### src/hw/rtl/bwp_pkg.sv
// Shared types and constants for the bit width packer.
package bwp_pkg;

	localparam int unsigned WordBits  = 32;
	localparam int unsigned WidthBits = 5;
	localparam int unsigned FifoDepth = 4;
	localparam int unsigned PtrBits   = $clog2(FifoDepth);
	localparam int unsigned CntBits   = $clog2(FifoDepth + 1);

	localparam logic [WidthBits-1:0] BitWidthReset = 5'd8;

	typedef struct packed {
		logic [WordBits-1:0] value;
		logic                last;
	} item_t;

	typedef struct packed {
		logic [WordBits-1:0] word;
		logic                word_last;
		logic                error;
	} result_t;

	// What one item leaves for the output queue.
	typedef struct packed {
		logic [1:0] count;
		result_t    first;
		result_t    second;
	} pack_out_t;

endpackage

### src/hw/rtl/bwp_packer.sv
// Packing datapath with the accumulator and fill count.
module bwp_packer import bwp_pkg::*; (
	input  logic                 clk,
	input  logic                 arst_n,
	input  logic                 fire,
	input  item_t                item,
	input  logic [WidthBits-1:0] bit_width,
	output pack_out_t            res
);

	logic [WordBits-1:0]   acc_q;
	logic [WidthBits-1:0]  fill_q;

	logic [WordBits-1:0]   taken;
	logic [2*WordBits-1:0] combined;
	logic [WidthBits:0]    total;
	logic [WordBits-1:0]   acc_d;
	logic [WidthBits-1:0]  fill_d;
	logic                  full;

	always_comb begin
		taken    = item.value & ((32'h1 << bit_width) - 32'h1);
		// acc_q holds zeros above fill_q, so a plain OR is enough
		combined = {32'h0, acc_q} | ({32'h0, taken} << fill_q);
		total    = {1'b0, fill_q} + {1'b0, bit_width};
		full     = total[WidthBits];
		acc_d    = full ? combined[2*WordBits-1:WordBits] : combined[WordBits-1:0];
		fill_d   = total[WidthBits-1:0];

		res = '0;
		if (item.value[WordBits-1]) begin
			res.count        = 2'd1;
			res.first.word_last = 1'b1;
			res.first.error  = 1'b1;
		end else if (full) begin
			res.first.word      = combined[WordBits-1:0];
			res.first.word_last = item.last && (fill_d == '0);
			res.count           = 2'd1;
			if (item.last && fill_d != '0) begin
				res.second.word      = acc_d;
				res.second.word_last = 1'b1;
				res.count            = 2'd2;
			end
		end else if (item.last && fill_d != '0) begin
			res.first.word      = acc_d;
			res.first.word_last = 1'b1;
			res.count           = 2'd1;
		end
	end

	always_ff @(posedge clk or negedge arst_n) begin
		if (!arst_n) begin
			acc_q  <= '0;
			fill_q <= '0;
		end else if (fire) begin
			if (item.value[WordBits-1] || item.last) begin
				acc_q  <= '0;
				fill_q <= '0;
			end else begin
				acc_q  <= acc_d;
				fill_q <= fill_d;
			end
		end
	end

endmodule

### src/hw/rtl/bit_width_packer_unit.sv
// Top level of the bit width packer: input stage, config register, result queue.
//
//  channel  | handshake                    | payload
//  ---------+------------------------------+----------------------------
//  item     | item_valid / item_stall      | item_t   {value, last}
//  result   | result_valid / result_stall  | result_t {word, word_last, error}
//  cfg      | cfg_valid / cfg_ready        | cfg_data = bit_width
//
// One item per cycle unless stalled: the input stage registers an item, then the
// packer writes its 0, 1 or 2 results into a 4-entry queue; results appear the cycle after.
// Two results per item can only drain at one per cycle, so the queue fill sets the
// sustained rate when many items flush. Reset clears the state, the queue and sets
// bit_width to 8. item_stall rises only while the queue lacks room for two results.
module bit_width_packer_unit import bwp_pkg::*; (
	input  logic                 clk,
	input  logic                 arst_n,
	input  logic                 item_valid,
	output logic                 item_stall,
	input  item_t                item,
	output logic                 result_valid,
	input  logic                 result_stall,
	output result_t              result,
	input  logic                 cfg_valid,
	output logic                 cfg_ready,
	input  logic [WidthBits-1:0] cfg_data
);

	logic [WidthBits-1:0] bit_width_q;
	item_t                item_s1;
	logic                 valid_s1;
	logic                 advance;
	pack_out_t            pack;

	result_t              fifo_q [FifoDepth];
	logic [PtrBits-1:0]   wr_ptr_q;
	logic [PtrBits-1:0]   rd_ptr_q;
	logic [CntBits-1:0]   count_q;
	logic                 pop;
	logic [CntBits-1:0]   push_cnt;

	assign cfg_ready = 1'b1;

	always_ff @(posedge clk or negedge arst_n) begin
		if (!arst_n) begin
			bit_width_q <= BitWidthReset;
		end else if (cfg_valid && cfg_ready) begin
			bit_width_q <= cfg_data;
		end
	end

	assign pop          = result_valid && !result_stall;
	assign result_valid = (count_q != '0);
	assign result       = fifo_q[rd_ptr_q];

	// room for two more entries, counting the transfer leaving this cycle
	assign advance    = valid_s1 &&
		((count_q <= CntBits'(FifoDepth - 2)) || (count_q == CntBits'(FifoDepth - 1) && pop));
	assign item_stall = valid_s1 && !advance;

	always_ff @(posedge clk or negedge arst_n) begin
		if (!arst_n) begin
			valid_s1 <= 1'b0;
		end else if (item_valid && !item_stall) begin
			valid_s1 <= 1'b1;
		end else if (advance) begin
			valid_s1 <= 1'b0;
		end
	end

	always_ff @(posedge clk) begin
		if (item_valid && !item_stall) begin
			item_s1 <= item;
		end
	end

	bwp_packer u_packer (
		.clk       (clk),
		.arst_n    (arst_n),
		.fire      (advance),
		.item      (item_s1),
		.bit_width (bit_width_q),
		.res       (pack)
	);

	assign push_cnt = advance ? CntBits'(pack.count) : '0;

	always_ff @(posedge clk) begin
		if (advance && pack.count != 2'd0) begin
			fifo_q[wr_ptr_q] <= pack.first;
		end
		if (advance && pack.count == 2'd2) begin
			fifo_q[wr_ptr_q + PtrBits'(1)] <= pack.second;
		end
	end

	always_ff @(posedge clk or negedge arst_n) begin
		if (!arst_n) begin
			wr_ptr_q <= '0;
			rd_ptr_q <= '0;
			count_q  <= '0;
		end else begin
			wr_ptr_q <= wr_ptr_q + PtrBits'(push_cnt);
			if (pop) begin
				rd_ptr_q <= rd_ptr_q + PtrBits'(1);
			end
			count_q <= count_q + push_cnt - CntBits'(pop);
		end
	end

endmodule

### config.mk
export PLATFORM = sky130hd
export DESIGN_NAME = bit_width_packer_unit
export DESIGN_NICKNAME = d
export VERILOG_FILES = /design/src/hw/rtl/bwp_pkg.sv /design/src/hw/rtl/bwp_packer.sv /design/src/hw/rtl/bit_width_packer_unit.sv
export SDC_FILE = /design/constraint.sdc
export NUM_CORES = 1
export LEC_CHECK = 0
export ABC_CLOCK_PERIOD_IN_PS = 5300
export BUFFER_PORTS_ARGS = -buffer_cell sky130_fd_sc_hd__buf_2
export CORE_AREA = 2 2 197 199
export CTS_BUF_LIST = sky130_fd_sc_hd__clkbuf_4 sky130_fd_sc_hd__clkbuf_8
export DETAILED_ROUTE_END_ITERATION = 8
export DIE_AREA = 0 0 199 201
export MAX_ROUTING_LAYER = met4
export SYNTH_ARGS = -nofsm -noshare
export SYNTH_HDL_FRONTEND = slang
export SYNTH_SLANG_ARGS = --single-unit
### constraint.sdc
create_clock -name clk -period 5.3 [get_ports clk]
set_clock_uncertainty 0.15 [all_clocks]
set_input_delay 1.06 -clock clk [delete_from_list [all_inputs] [get_ports clk]]
set_output_delay 1.06 -clock clk [all_outputs]
set_load 0.02 [all_outputs]
Word level (Yosys, flattened, before mapping)
Memories as Yosys holds them, arrays and structs flattened.
Cells that the tools add are included.
{ "op_classes": {"n_addsub": 7, "n_lt_le_gt_ge": 1, "n_eq_ne": 2, "n_shift": 2, "mux": 20, "n_bitwise": 2, "n_reduce_logical": 19} }
{ "ops": {"columns": ["cell", "n"], "rows": [
  ["2-to-1 mux 33 bit", 3],
  ["2-to-1 mux 32 bit", 3],
  ["OR 32 x 64 -> 64 bit", 1],
  ["left shift 32 x 5 -> 64 bit", 1],
  ["2-to-1 mux 35 bit", 1],
  ["2-to-1 mux 34 bit", 1],
  ["AND 32 bit", 1],
  ["left shift 1 x 5 -> 32 bit, first input constant", 1],
  ["subtractor 32 x 1 -> 32 bit, second input constant", 1],
  ["logical AND 1 bit", 9],
  ["2-to-1 mux 1 bit", 8],
  ["adder 5 x 5 -> 6 bit", 1],
  ["2-to-1 mux 2 bit", 3],
  ["logical NOT 5 bit", 1],
  ["2-to-1 mux 5 bit", 1],
  ["nonzero test 5 bit", 1],
  ["adder 2 x 1 -> 2 bit, second input constant", 2],
  ["nonzero test 2 bit", 2],
  ["adder 3 x 2 -> 3 bit", 1],
  ["equality test 3 x 2 -> 1 bit, second input constant", 1],
  ["less-or-equal comparator 3 x 2 -> 1 bit, second input constant", 1],
  ["logical NOT 1 bit", 3],
  ["nonzero test 3 bit", 1],
  ["subtractor 3 x 1 -> 3 bit", 1],
  ["3 further kinds", 4]
]} }
{ "totals": {"register_bits": 83, "ram_bits": 136, "inputBits": 43, "out_inout_bits": 37, "elab_cells": 63, "memories": 1} }
{ "memory_table": {"columns": ["name", "words", "width", "read_ports", "rd_clocked_by_memory_dff", "write_ports", "line", "text"], "rows": [
  ["fifo_q", 4, 34, 1, 0, 2, "bit_width_packer_unit.sv:34", "result_t fifo_q [FifoDepth];"]
]} }

Depth between registers and ports, before layout
Gate-level depths: netlist (run 1).
{ "depth": {"word_depth": 13, "depth_mapped": 18, "depth_no_buf": 17} }

Hierarchy
From an unflattened synthesis (run 1), not the netlist that was laid out.
{ "unflattened": {"hier_cells": 1184, "area_unflattened_um2": 13975.9} }
{ "modules_own_cells": {"columns": ["mod", "instances", "cells_each", "area_each_um2", "seq_area_each_um2"], "rows": [
  ["bit_width_packer_unit", 1, 427, 8309.2, 5401.4],
  ["bwp_packer", 1, 757, 5666.7, 925.9]
]} }

Worst setup path after synthesis (run 1)
No wires, ideal clock.
{ "synth_path": {"path_type": "flip-flop to flip-flop", "startpoint": "register u_packer.fill_q[1]", "endpoint": "memory fifo_q[2][10] (netlist name), enable pin", "setup_ns": 0.391, "arrival_time_ns": 3.659, "required_ns": 4.759, "path_slack_ns": 1.101, "path_stages_with_launch": 15, "n_path_buf": 3, "period_less_slack_ns": 4.199, "path_cell_list": "dfrtp_1 > buf_2 > inv_2 > buf_1 > fa_1 > xor2_1 > nand3b_1 > a21oi_1 > a21bo_2 > inv_1 > ha_1 > nor3_1 > or3_1 > buf_1 > nand2_1"} }
{ "synth_rtl": {"columns": ["item", "line", "text"], "rows": [
  ["start: declaration", "bwp_packer.sv:12", "logic [WidthBits-1:0] fill_q;"],
  ["start signal: assignment", "bwp_packer.sv:61", "fill_q <= fill_d;"],
  ["end: declaration", "bit_width_packer_unit.sv:34", null]
]} }

==> results.txt, run 1 <==
Cells with a size suffix above 1 make up between 20% and 30% of the layout. The leftover overflow at the end of global routing is 0. The post-route clock period utilization came out at approximately 87%. The die covers 40,000 um^2. Using the TritonRoute via totals, the vias-per-cell ratio works out to 6.022. For the finished layout, the period the worst path requires is 4594 ps.

The first global-routing pass estimated about 65 mm of wire. The initial standard-cell utilization of the core came out at between 30% and 40%. The post-CTS clock slew at the launch and capture registers of the worst setup and hold paths came out at ~60 ps. The post-synthesis sequential area ratio came out at between 40 and 50%.

In this run, post-CTS hold repair placed 0 buffers. The number of distinct library cells after synthesis came out at 106. The class of the most critical hold timing path is reg -> reg. Buffers placed on the I/O ports in this run total just under 80. The number of cell rows is 72. TritonCTS built the clock tree. The layout-stage area growth over the synthesis result came out at 13.56%. The H-tree depth reported by CTS is 2. On the worst path, the slowest cell contributes a delay of between 600 and 700 ps.

The number of cells produced by synthesis is around 1,200. The end of the worst hold path is fifo_q[1][0]. The worst setup path is of the reg -> reg kind. In this run the critical register-to-register path is captured at fifo_q[2][28].

The number of filler instances in the final layout came out at between 3,000 and 4,000. The total power of the final layout is 8290 uW. The number of antenna diodes in the final layout is 0. The placer congestion estimate is approximately 0.94. The critical register-to-register path startpoint is bit_width_q[1]. The final hold violation count came to 0.

The area taken by flip-flops and latches came out at 6290 um^2. Across the run, the number of max-cap violations was 0. In the synthesized netlist the async set-or-reset flop fraction comes to a little under a quarter. The region available for standard cell placement spans around 38,000 um^2.

The number of buffers on the longest clock path is 3. Setup violations remaining at the end of the flow were counted as 0. For this run, design rule violations remaining after detail routing come to 0. In this run, synthesis produced a sequential element count of approximately 220.

Among the stages of the critical path, the cell type that occurs most often is o31ai_1. The Yosys step of the flow raised 0 warnings. The via count of the first global-routing pass came to roughly 11,000. The run finished with clean final reports. Counting every net in the synthesized netlist gives between 1,000 and 1,500. The setup slack of the most critical reg-to-reg path is just over 700 ps. The power per unit of standard cell area came out at 556.3 nW/um^2. The worst-case headroom to the max-slew limit came out at 21.17%. The global router's overall resource usage is a little over a fifth. For this block, the initial DRC count from the detailed router was 1,163. The max-slew violation total from the final report is 0. The cell area after synthesis came out at 13,120 um^2.

The slew at the pin closest to its max-slew limit is about 1200 ps. The largest net degree at the start of global routing is between 60 and 70. The worst hold path was traced through 2 stages. The tightest hold margin came out at 315.0 ps.

In the synthesized netlist the dominant register cell turns out to be edfxtp_1. The number of antenna violations at the first check in global routing came out at 0. The cell leakage power is 0.005269 uW. For this design the top-level I/O count stands at 80.

The average instance in the mapped netlist occupies 10.80 um^2. The die height came out at between 200 and 250 um. The total vias in the final route came out at between 10,000 and 15,000.

Setup repair after global routing left no endpoint under its margin. The final net count came out at 1,338. The startpoint identified for the worst hold timing path is fifo_q[1][0]. Among all stages on the critical path, the largest delay is contributed by o31ai_1. Measured along the x axis, the die boundary spans between 150 and 200 um.

The data arrival time of the critical path is 4730 ps. Buffers added to address setup during post-CTS repair amount to 0. The post-cts sizing count is 0. The final HPWL from detailed placement is just under 30 mm.

The area taken by multi-input logic gates came out at 6340 um^2. In this run the worst path has a maximum fanout of 22. Clock tree synthesis found a total of ~220 sinks. TritonCTS created 39 clock buffers.

The category of the worst setup path capture point is a flop. The maximum clock rate came out at between 200 and 250 MHz. The clock latency at the later pin of the worst-skew pair is 570 ps. The worst setup path is launched from a flop. The signal on the critical path passes through nor2_1, nand3_1, ha_1, buf_4, and2_1, o21ai_1, a21oi_1, o31ai_1, mux2_2, mux2i_1, o31ai_1, o21ai_0. The length of the first detailed-routing pass in iterations came out at 5. The total detailed-routing wirelength came out at about 42 mm. The number of enable flip-flop cells after synthesis came out at approximately 170. The count of nets left with antenna violations after detail routing is 0. The worst IR drop on VDD came out at around 180 uV. The summed negative setup slack over all endpoints came out at 0 ps. In this run the clock root is driven by a clkbuf_8. The required arrival time at the worst endpoint is approximately 5400 ps. The cell depth of the worst flop-to-flop path came out at 12. Dividing the detail-routed wire length by the instance count gives 23.01 um.
## sequential cells by signal (all words and copies together) (netlist names)
register / flops
bit_width_q: 5
fifo_q: 136
item_s1: 33
u_packer.acc_q: 32
wr_ptr_q: 2
u_packer.fill_q: 5
valid_s1: 1
count_q: 3
rd_ptr_q: 2
## layout make-up
| class | instances | share of cell area (%) |
|---|---|---|
| Clock buffer | 55 | 4.408 |
| Sequential cell | 219 | 42.21 |
| Multi-Input combinational cell | 881 | 42.55 |
| Tap cell | 518 | 4.350 |
| Timing Repair Buffer | 117 | 4.837 |
| Clock inverter | 14 | 1.041 |
| Inverter | 24 | 0.6046 |
## critical path, delay by kind of cell, from the launching register on
kind,cells,cell delay [ps]
muxes,2,410
and+or+nand+nor,3,720
adders and majority gates,1,380
DFF,1,520
AOI/OAI and AO/OA,5,1830
buffers and inverters,1,280
## per-layer routing
metal | wire length (um) | global-route usage, %
met3 | 3597 | 4.284
met4 | 1499 | 7.596
met2 | 18840 | 31.81
met1 | 18130 | 29.95
met5 | 0 | -
## Yosys cell counts (21+ instances only)
library cell	instances	area, um^2
nor2_1	74	277.8
mux4_2	37	833.3
clkbuf_1	56	210.2
nand2_1	111	416.7
a21oi_1	46	230.2
nor3_1	31	155.2
nand3_1	30	150.1
o22ai_1	111	694.4
inv_1	21	78.83
dfrtp_1	49	1226
o21ai_0	51	255.2
edfxtp_1	165	4955
## through the flow
step           utilization [%]  worst slack (ps)  instances  area [um^2]
2_1_floorplan                -              1101       1215        13120
3_3_place_gp             36.97             886.0       1759        14090
3_5_place_dp             36.97             863.5       1759        14090
4_1_cts                  39.10             843.6       1828        14900
5_1_grt                  39.10             484.6       1828        14900
6_report                 39.10             706.0       1828        14900
## how the worst max path moves through the flow
stage,from,end,cells after the start
2_1_floorplan,u_packer.fill_q[1],fifo_q[2][10],14
3_3_place_gp,bit_width_q[1],fifo_q[1][32],12
3_5_place_dp,bit_width_q[1],fifo_q[3][32],12
4_1_cts,bit_width_q[1],fifo_q[3][32],12
5_1_grt,bit_width_q[1],fifo_q[2][32],12
6_report,bit_width_q[1],fifo_q[2][28],12
## cells in the final DEF (no fill, tap or decap), drive strengths merged, types with 9 or more instances in the layout
cell,count
buf,117
o31ai,10
and2,16
a21oi,51
edfxtp,165
a22o,14
mux4,37
or2,9
o21a,13
nor2,75
nor2b,14
o21ai,73
a31oi,10
o22ai,112
clkbuf,55
inv,26
and3,13
dfrtp,49
nand3,30
a211oi,18
nand2,111
o221ai,12
o211ai,12
mux2,19
nor3,32
a21o,10
ha,11
nand2b,17
mux2i,17
## kinds of logic after synthesis
family | count (synthesis) | synth area share (%)
AOI/OAI and AO/OA | 431 | 23.60
and+or+nand+nor | 355 | 13.32
DFF | 219 | 47.92
buffers and inverters | 115 | 3.843
muxes | 73 | 9.402
adders and majority gates | 13 | 1.354
xor gates and xnor gates | 8 | 0.5339
other | 1 | 0.02858
## power breakdown
group	internal (uW)	switching [uW]
combinational	1410	2700
clock	952	726
sequential	2270	235
Note: power is estimated with default switching activity, not from simulation.
==> inputs of run 2 (changes only) <==
CORE_AREA = 2 2 169 171   (was 2 2 197 199)
DIE_AREA = 0 0 171 173   (was 0 0 199 201)
==> run 2 against run 1 <==
Compared with the run above:
- power decreased by 1.5%
- via count up 0.22%
- sequential power about the same
- sequential cell count did not move
- core utilization increased by 14 points
- cell area decreased by 1.3%
- worst setup slack worse by 32 ps
- register-to-register slack got worse by 30 ps
- clock power shrank 5%
- die area shrank 26%
- count of clock-buffer cells in the layout rose by 2
- largest cell class unchanged
- largest power group unchanged
- highest routed layer unchanged
==> results.txt, run 2 (synthesis results as in run 1) <==
Outcome: finished, final reports clean (unchanged). The average vias per placed instance is 6.513 (was 6.022). The leftover overflow at the end of global routing is 0 (unchanged). The maximum fanout along the worst path is 21 (was 22). The register ranked first by flip-flop count is fifo_q (unchanged). The number of cell rows came to 61 (was 72). The number of antenna violations at the first check in global routing came out at 0 (unchanged).

The total detailed-routing wirelength is 41.45 mm (was 42.07 mm). The wire length of the first global-routing pass was 64.17 mm (was 64.76 mm). The total vias in the final route came out at 11,030 (was 11,010). The path type of the worst setup path is reg -> reg (unchanged). The number of sinks driven by the clock tree is 219 (unchanged).

The clock tree from TritonCTS is done (unchanged). The post-CTS clock slew at the launch and capture registers of the worst setup and hold paths came to 60 ps (about the same). The slew at the pin closest to its max-slew limit came out at 1278 ps (was 1170 ps). The count of unresolved DRC violations after routing was 0 (unchanged).

The number of antenna cells inserted came to 0 (unchanged). The area of the die was 29,580 um^2 (was 40,000 um^2). The final net count is 1,342 (was 1,338). The clock root buffer was clkbuf_8 (unchanged). The power per unit of standard cell area is 554.7 nW/um^2 (was 556.3 nW/um^2). The total placed instance area was 13,940 um^2 (was 14,090 um^2). The summed negative setup slack over all endpoints came out at 0 ps (unchanged).

The horizontal die dimension came out at 171 um (was 199 um). The part of the total power dissipated in sequential elements came out at 30.6% (was 30.2%). The worst-case headroom to the max-slew limit is 13.87% (was 21.17%). The number of buffers on the longest clock path came to 3 (unchanged). The required arrival time at the worst endpoint came to 5440 ps (about the same). The category of the worst setup path launch point was a flop (unchanged). The length of the first detailed-routing pass in iterations is 6 (was 5).

The total setup violations reported at the end of the flow is 0 (unchanged). The most frequent standard cell in the layout excluding fill and tap cells is edfxtp_1 (unchanged). The internal power consumption came out at 4559 uW (was 4629 uW). The post-cts hold buffer count came to 0 (unchanged). The global router's overall resource usage is 29.06% (was 21.71%). The count of nets left with antenna violations after detail routing came out at 0 (unchanged). RSZ-0062 raised after global routing: no (unchanged). The cell leakage power came to 0.005278 uW (was 0.005269 uW). The H-tree depth reported by CTS was 2 (unchanged).

The post-route clock period utilization is 87.28% (was 86.68%). The via count of the first global-routing pass is 10,690 (was 10,620). The maximum clock rate is 216.2 MHz (was 217.7 MHz). The category of the worst setup path capture point is a flop (unchanged). The class of the most critical hold timing path is reg -> reg (unchanged). The number of placed I/O pins was 80 (unchanged). Registers with the most flip-flops: fifo_q: 136 flops, item_s1: 33 flops, u_packer.acc_q: 32 flops (unchanged). The layout-stage area growth over the synthesis result is 12.14% (was 13.56%).

The data arrival time of the critical path is 4760 ps (was 4730 ps). Commonest cells after routing, fill and taps aside: 165 x edfxtp_1, 111 x nand2_1, 111 x o22ai_1 (unchanged). The number of filler instances in the final layout is 2,545 (was 3,755). The max-slew violation total from the final report is 0 (unchanged). The die height is 173 um (was 201 um).

The area of the core region came out at 27,630 um^2 (was 38,110 um^2). The initial DRC count came out at 1,291 (was 1,163). The clock latency at the later pin of the worst-skew pair is 550 ps (was 570 ps). The post-CTS setup buffer count is 0 (unchanged). The number of buffers inserted during clock tree synthesis came out at 38 (was 39). The count of max-cap constraint violations came out at 0 (unchanged). The largest net degree at the start of global routing is 61 (unchanged). The fraction of layout instances using a drive strength above 1 is 22.49% (was 22.14%). The initial standard-cell utilization of the core was 47.49% (was 34.43%). The net switching fraction of the power is 44.14% (was 44.17%).

The final non-filler cell area is 14,710 um^2 (was 14,900 um^2). The final critical path time including I/O delays and setup was 4626 ps (was 4594 ps). The post-cts sizing count is 0 (unchanged). The flip-flop count of the largest register after layout is 136 (unchanged). The clock share of power came out at 19.5% (was 20.2%). The combinational group share of total power is 49.9% (was 49.5%). The power spent charging and discharging nets came out at 3603 uW (was 3661 uW). The placer congestion estimate is 1.009 (was 0.9364). The average wire per cell in the routed design is 24.47 um (was 23.01 um). The final hold violation count is 0 (unchanged). The worst IR drop on VDD is 365.2 uV (was 183.1 uV). The final HPWL from detailed placement is 29.21 mm (was 29.78 mm). The total of buffers placed on input and output ports is 78 (unchanged).
[run 2: power groups by stage]
stage          clock (uW)  combinational (uW)  sequential (uW)
2_1_floorplan           0                2860             2420
3_3_place_gp            0                3980             2520
3_5_place_dp            0                4000             2530
4_1_cts              1620                4020             2500
5_1_grt              1690                4370             2540
6_report             1590                4070             2500
[run 2: path summary, 6_finish.rpt]
check	startpoint	to	slack [ps]	cells after the start
min in group asynchronous	arst_n	count_q[0]	480	2
setup reg to reg	bit_width_q[1]	fifo_q[3][32]	670	14
hold reg to reg	fifo_q[0][0]	fifo_q[0][0]	310	2
max in group asynchronous	arst_n	u_packer.fill_q[1]	4030	2
hold / removal	fifo_q[0][0]	fifo_q[0][0]	310	2
setup / recovery	bit_width_q[1]	fifo_q[3][32]	670	14
[run 2: layout make-up]
| type | count | area [um^2] | share of cell area (%) |
|---|---|---|---|
| repair buffers | 122 | 745.7 | 5.068 |
| well taps | 378 | 473.0 | 3.214 |
| flip-flops and latches | 219 | 6290 | 42.75 |
| clock inverters | 13 | 103.9 | 0.7058 |
| inverters | 24 | 90.09 | 0.6122 |
| multi-input cells | 881 | 6340 | 43.09 |
| clock buffers | 57 | 671.9 | 4.566 |
[run 2: metrics by stage]
step	hold WS [ps]	power [uW]	setup WS, ps	std cells	util [%]
floorplan	283.3	5278	1101	1215	-
global placement	302.0	6496	849.8	1624	50.45
detailed placement	305.6	6531	770.1	1624	50.45
CTS	315.0	8138	751.7	1694	53.26
global route	336.4	8604	383.7	1694	53.26
finish	312.2	8162	674.3	1694	53.26
[run 2: routing by layer]
layer / GRT usage [%] / share of wire, % / vias up
li1: - / - / 4977
met2: 43.58 / 46 / 593
met4: 9.958 / 3.2 / 0
met3: 4.738 / 7.7 / 100
met1: 40.19 / 43 / 5363
met5: - / 0 / -
[run 2: critical path, cell delays in order, from the launching register on]
cell and delay [ps]:
dfrtp_1 430, buf_4 200, nor3_2 250, nand2_1 100
ha_1 460, buf_4 300, nor3b_1 140, o21bai_1 240
a211oi_1 140, o32ai_1 570, a222oi_1 260, buf_4 200
mux2i_1 490, o2bb2ai_1 300, nor2_1 120
==> inputs of run 3 (changes only) <==
CTS_BUF_LIST = unset   (was sky130_fd_sc_hd__clkbuf_4 sky130_fd_sc_hd__clkbuf_8)
==> run 3 against run 2 <==
Compared with the run above:
- final cell count down 1.6%
- sequential power about the same
- via count down 0.75%
- highest routed layer unchanged
- critical endpoint unchanged
- critical path type unchanged
- clock power up 10%
- power up 2.0%
==> results.txt, run 3 (synthesis results as in run 1) <==
The fraction of layout instances using a drive strength above 1 was 20.71% (was 22.49%). The total setup violations reported at the end of the flow is 0 (unchanged). The wire length of the first global-routing pass is 63.62 mm (was 64.17 mm).

The flip-flop count of the largest register after layout came to 136 (unchanged). Registers with the most flip-flops: fifo_q: 136 flops, item_s1: 33 flops, u_packer.acc_q: 32 flops (unchanged). The length of the first detailed-routing pass in iterations is 6 (unchanged). The category of the worst setup path launch point is a flop (unchanged).

The post-route core utilization was 53.41% (was 53.26%). The critical path's largest stage delay is 570 ps (about the same). The number of antenna cells inserted is 0 (unchanged). The total detailed-routing wirelength came out at 41.33 mm (was 41.45 mm). The final HPWL from detailed placement was 29.21 mm (unchanged). The final hold violation count is 0 (unchanged). The post-cts sizing count came to 0 (unchanged).

The cell leakage power came out at 0.005267 uW (was 0.005278 uW). The die height was 173 um (unchanged). The number of antenna violations at the first check in global routing was 0 (unchanged). The post-cts hold buffer count came out at 0 (unchanged). The cell type of the slowest stage on the worst timing path was o32ai_1 (unchanged). The number of buffers on the longest clock path is 3 (unchanged).

The clock latency at the later pin of the worst-skew pair is 540 ps (was 550 ps). The number of filler instances in the final layout is 2,525 (was 2,545). The cell repeated most along the worst path was buf_4 (unchanged).

The register ranked first by flip-flop count is fifo_q (unchanged). The highest layer used for signal routing was met4 (unchanged). The max-slew violation total from the final report is 0 (unchanged). The maximum clock rate came to 217.9 MHz (was 216.2 MHz). The worst IR drop on VDD came out at 367.3 uV (was 365.2 uV). The count of unresolved DRC violations after routing came to 0 (unchanged). The area of the core region is 27,630 um^2 (unchanged).

The layout-stage area growth over the synthesis result is 12.46% (was 12.14%). The initial standard-cell utilization of the core came out at 47.49% (unchanged). The number of sinks driven by the clock tree was 219 (unchanged). The final critical path time including I/O delays and setup was 4590 ps (was 4626 ps).

The summed negative setup slack over all endpoints came out at 0 ps (unchanged). The H-tree depth reported by CTS came to 1 (was 2). The slew at the pin closest to its max-slew limit was 1228 ps (was 1278 ps). The number of buffers inserted during clock tree synthesis came out at 24 (was 38). The total of buffers placed on input and output ports was 78 (unchanged).

The path type of the worst setup path is reg -> reg (unchanged). The startpoint of the worst setup timing path was bit_width_q[1] (unchanged). The most frequent standard cell in the layout excluding fill and tap cells is edfxtp_1 (unchanged). The maximum fanout along the worst path came out at 21 (unchanged). The global router's overall resource usage is 28.77% (was 29.06%). List of cells traversed by the critical path: buf_4, nor3_2, nand2_1, ha_1, buf_4, nor3b_1, o21bai_1, a211oi_1, o32ai_1, a222oi_1, buf_4, mux2i_1, o2bb2ai_1, nor2_1 (unchanged).

The category of the worst setup path capture point is a flop (unchanged). The number of placed I/O pins came out at 80 (unchanged). Outcome: finished, final reports clean (unchanged). The average vias per placed instance is 6.569 (was 6.513). The total vias in the final route came out at 10,950 (was 11,030). The area of the die is 29,580 um^2 (unchanged). The post-CTS setup buffer count was 0 (unchanged). The class of the most critical hold timing path is reg -> reg (unchanged). The clock root buffer is clkbuf_16 (was clkbuf_8). The worst-case headroom to the max-slew limit is 17.27% (was 13.87%).

The data arrival time of the critical path is 4710 ps (was 4760 ps). The leftover overflow at the end of global routing came to 0 (unchanged). The clock tree from TritonCTS is done (unchanged). The required arrival time at the worst endpoint came to 5420 ps (was 5440 ps).

The area taken by multi-input logic gates came out at 6340 um^2 (unchanged). The power per unit of standard cell area is 563.9 nW/um^2 (was 554.7 nW/um^2). The placer congestion estimate came out at 1.009 (unchanged). The tightest hold margin is 321.8 ps (was 312.2 ps). The post-route clock period utilization came to 86.61% (was 87.28%).

Commonest cells after routing, fill and taps aside: 165 x edfxtp_1, 111 x nand2_1, 111 x o22ai_1 (unchanged). The initial DRC count came out at 1,267 (was 1,291). The number of cell rows is 61 (unchanged). The count of max-cap constraint violations came out at 0 (unchanged). The area taken by flip-flops and latches was 6290 um^2 (unchanged). The total power of the final layout came out at 8322 uW (was 8162 uW). The total routed wire length on the met1 layer came out at 17.80 mm (was 17.78 mm). The critical register-to-register path startpoint was bit_width_q[1] (unchanged).

The met2 wire length is 18.90 mm (was 19.14 mm). The via count of the first global-routing pass is 10,500 (was 10,690). The count of nets left with antenna violations after detail routing is 0 (unchanged).

The amount of wire on met3 after detailed routing is 3.229 mm (was 3.200 mm). The average wire per cell in the routed design came out at 24.79 um (was 24.47 um). The critical hold path startpoint is fifo_q[0][0] (unchanged). The horizontal die dimension came out at 171 um (unchanged). The largest net degree at the start of global routing is 61 (unchanged). RSZ-0062 raised after global routing: no (unchanged). The post-CTS clock slew at the launch and capture registers of the worst setup and hold paths is 60 ps (about the same). The final net count is 1,328 (was 1,342).
## run 3: area by class of cell
cell class | instances | area share [%]
flip-flops and latches | 219 | 42.62
multi-input cells | 881 | 42.96
repair buffers | 122 | 5.053
inverters | 24 | 0.6105
clock buffers | 30 | 4.358
clock inverters | 13 | 1.187
well taps | 378 | 3.205
## run 3: power breakdown
part / switching [uW] / internal [uW]
Combinational: 2660 / 1420
Clock: 699 / 1050
Sequential: 224 / 2270
## run 3: metrics by stage
step | setup WS (ps) | instances | cell area, um^2
after floorplan | 1101 | 1215 | 13120
after global placement | 849.8 | 1624 | 13940
after detailed placement | 770.1 | 1624 | 13940
after CTS | 748.3 | 1667 | 14760
after global routing | 373.7 | 1667 | 14760
final | 709.9 | 1667 | 14760
## run 3: critical path: cells and delay by family, from the launching register on
family                     cells  cell delay [ps]
AOI/OAI and AO/OA              5             1480
buffers and inverters          3              710
and+or+nand+nor                4              600
muxes                          1              490
adders and majority gates      1              460
DFF                            1              430
## run 3: per-layer routing
metal  global-route usage [%]  vias up
met2                    43.01      546
met4                    9.322        0
met1                    40.81     5383
li1                         -     4940
met3                    3.662       81
met5                        -        -
## run 3: path summary, 6_finish.rpt
path / slack [ps] / endpoint / cells past startpoint
setup / recovery: 710 / fifo_q[3][32] / 14
hold reg to reg: 320 / fifo_q[0][0] / 2
max in group asynchronous: 4000 / u_packer.fill_q[1] / 2
setup reg to reg: 710 / fifo_q[3][32] / 14
min in group asynchronous: 500 / count_q[0] / 2
hold / removal: 320 / fifo_q[0][0] / 2
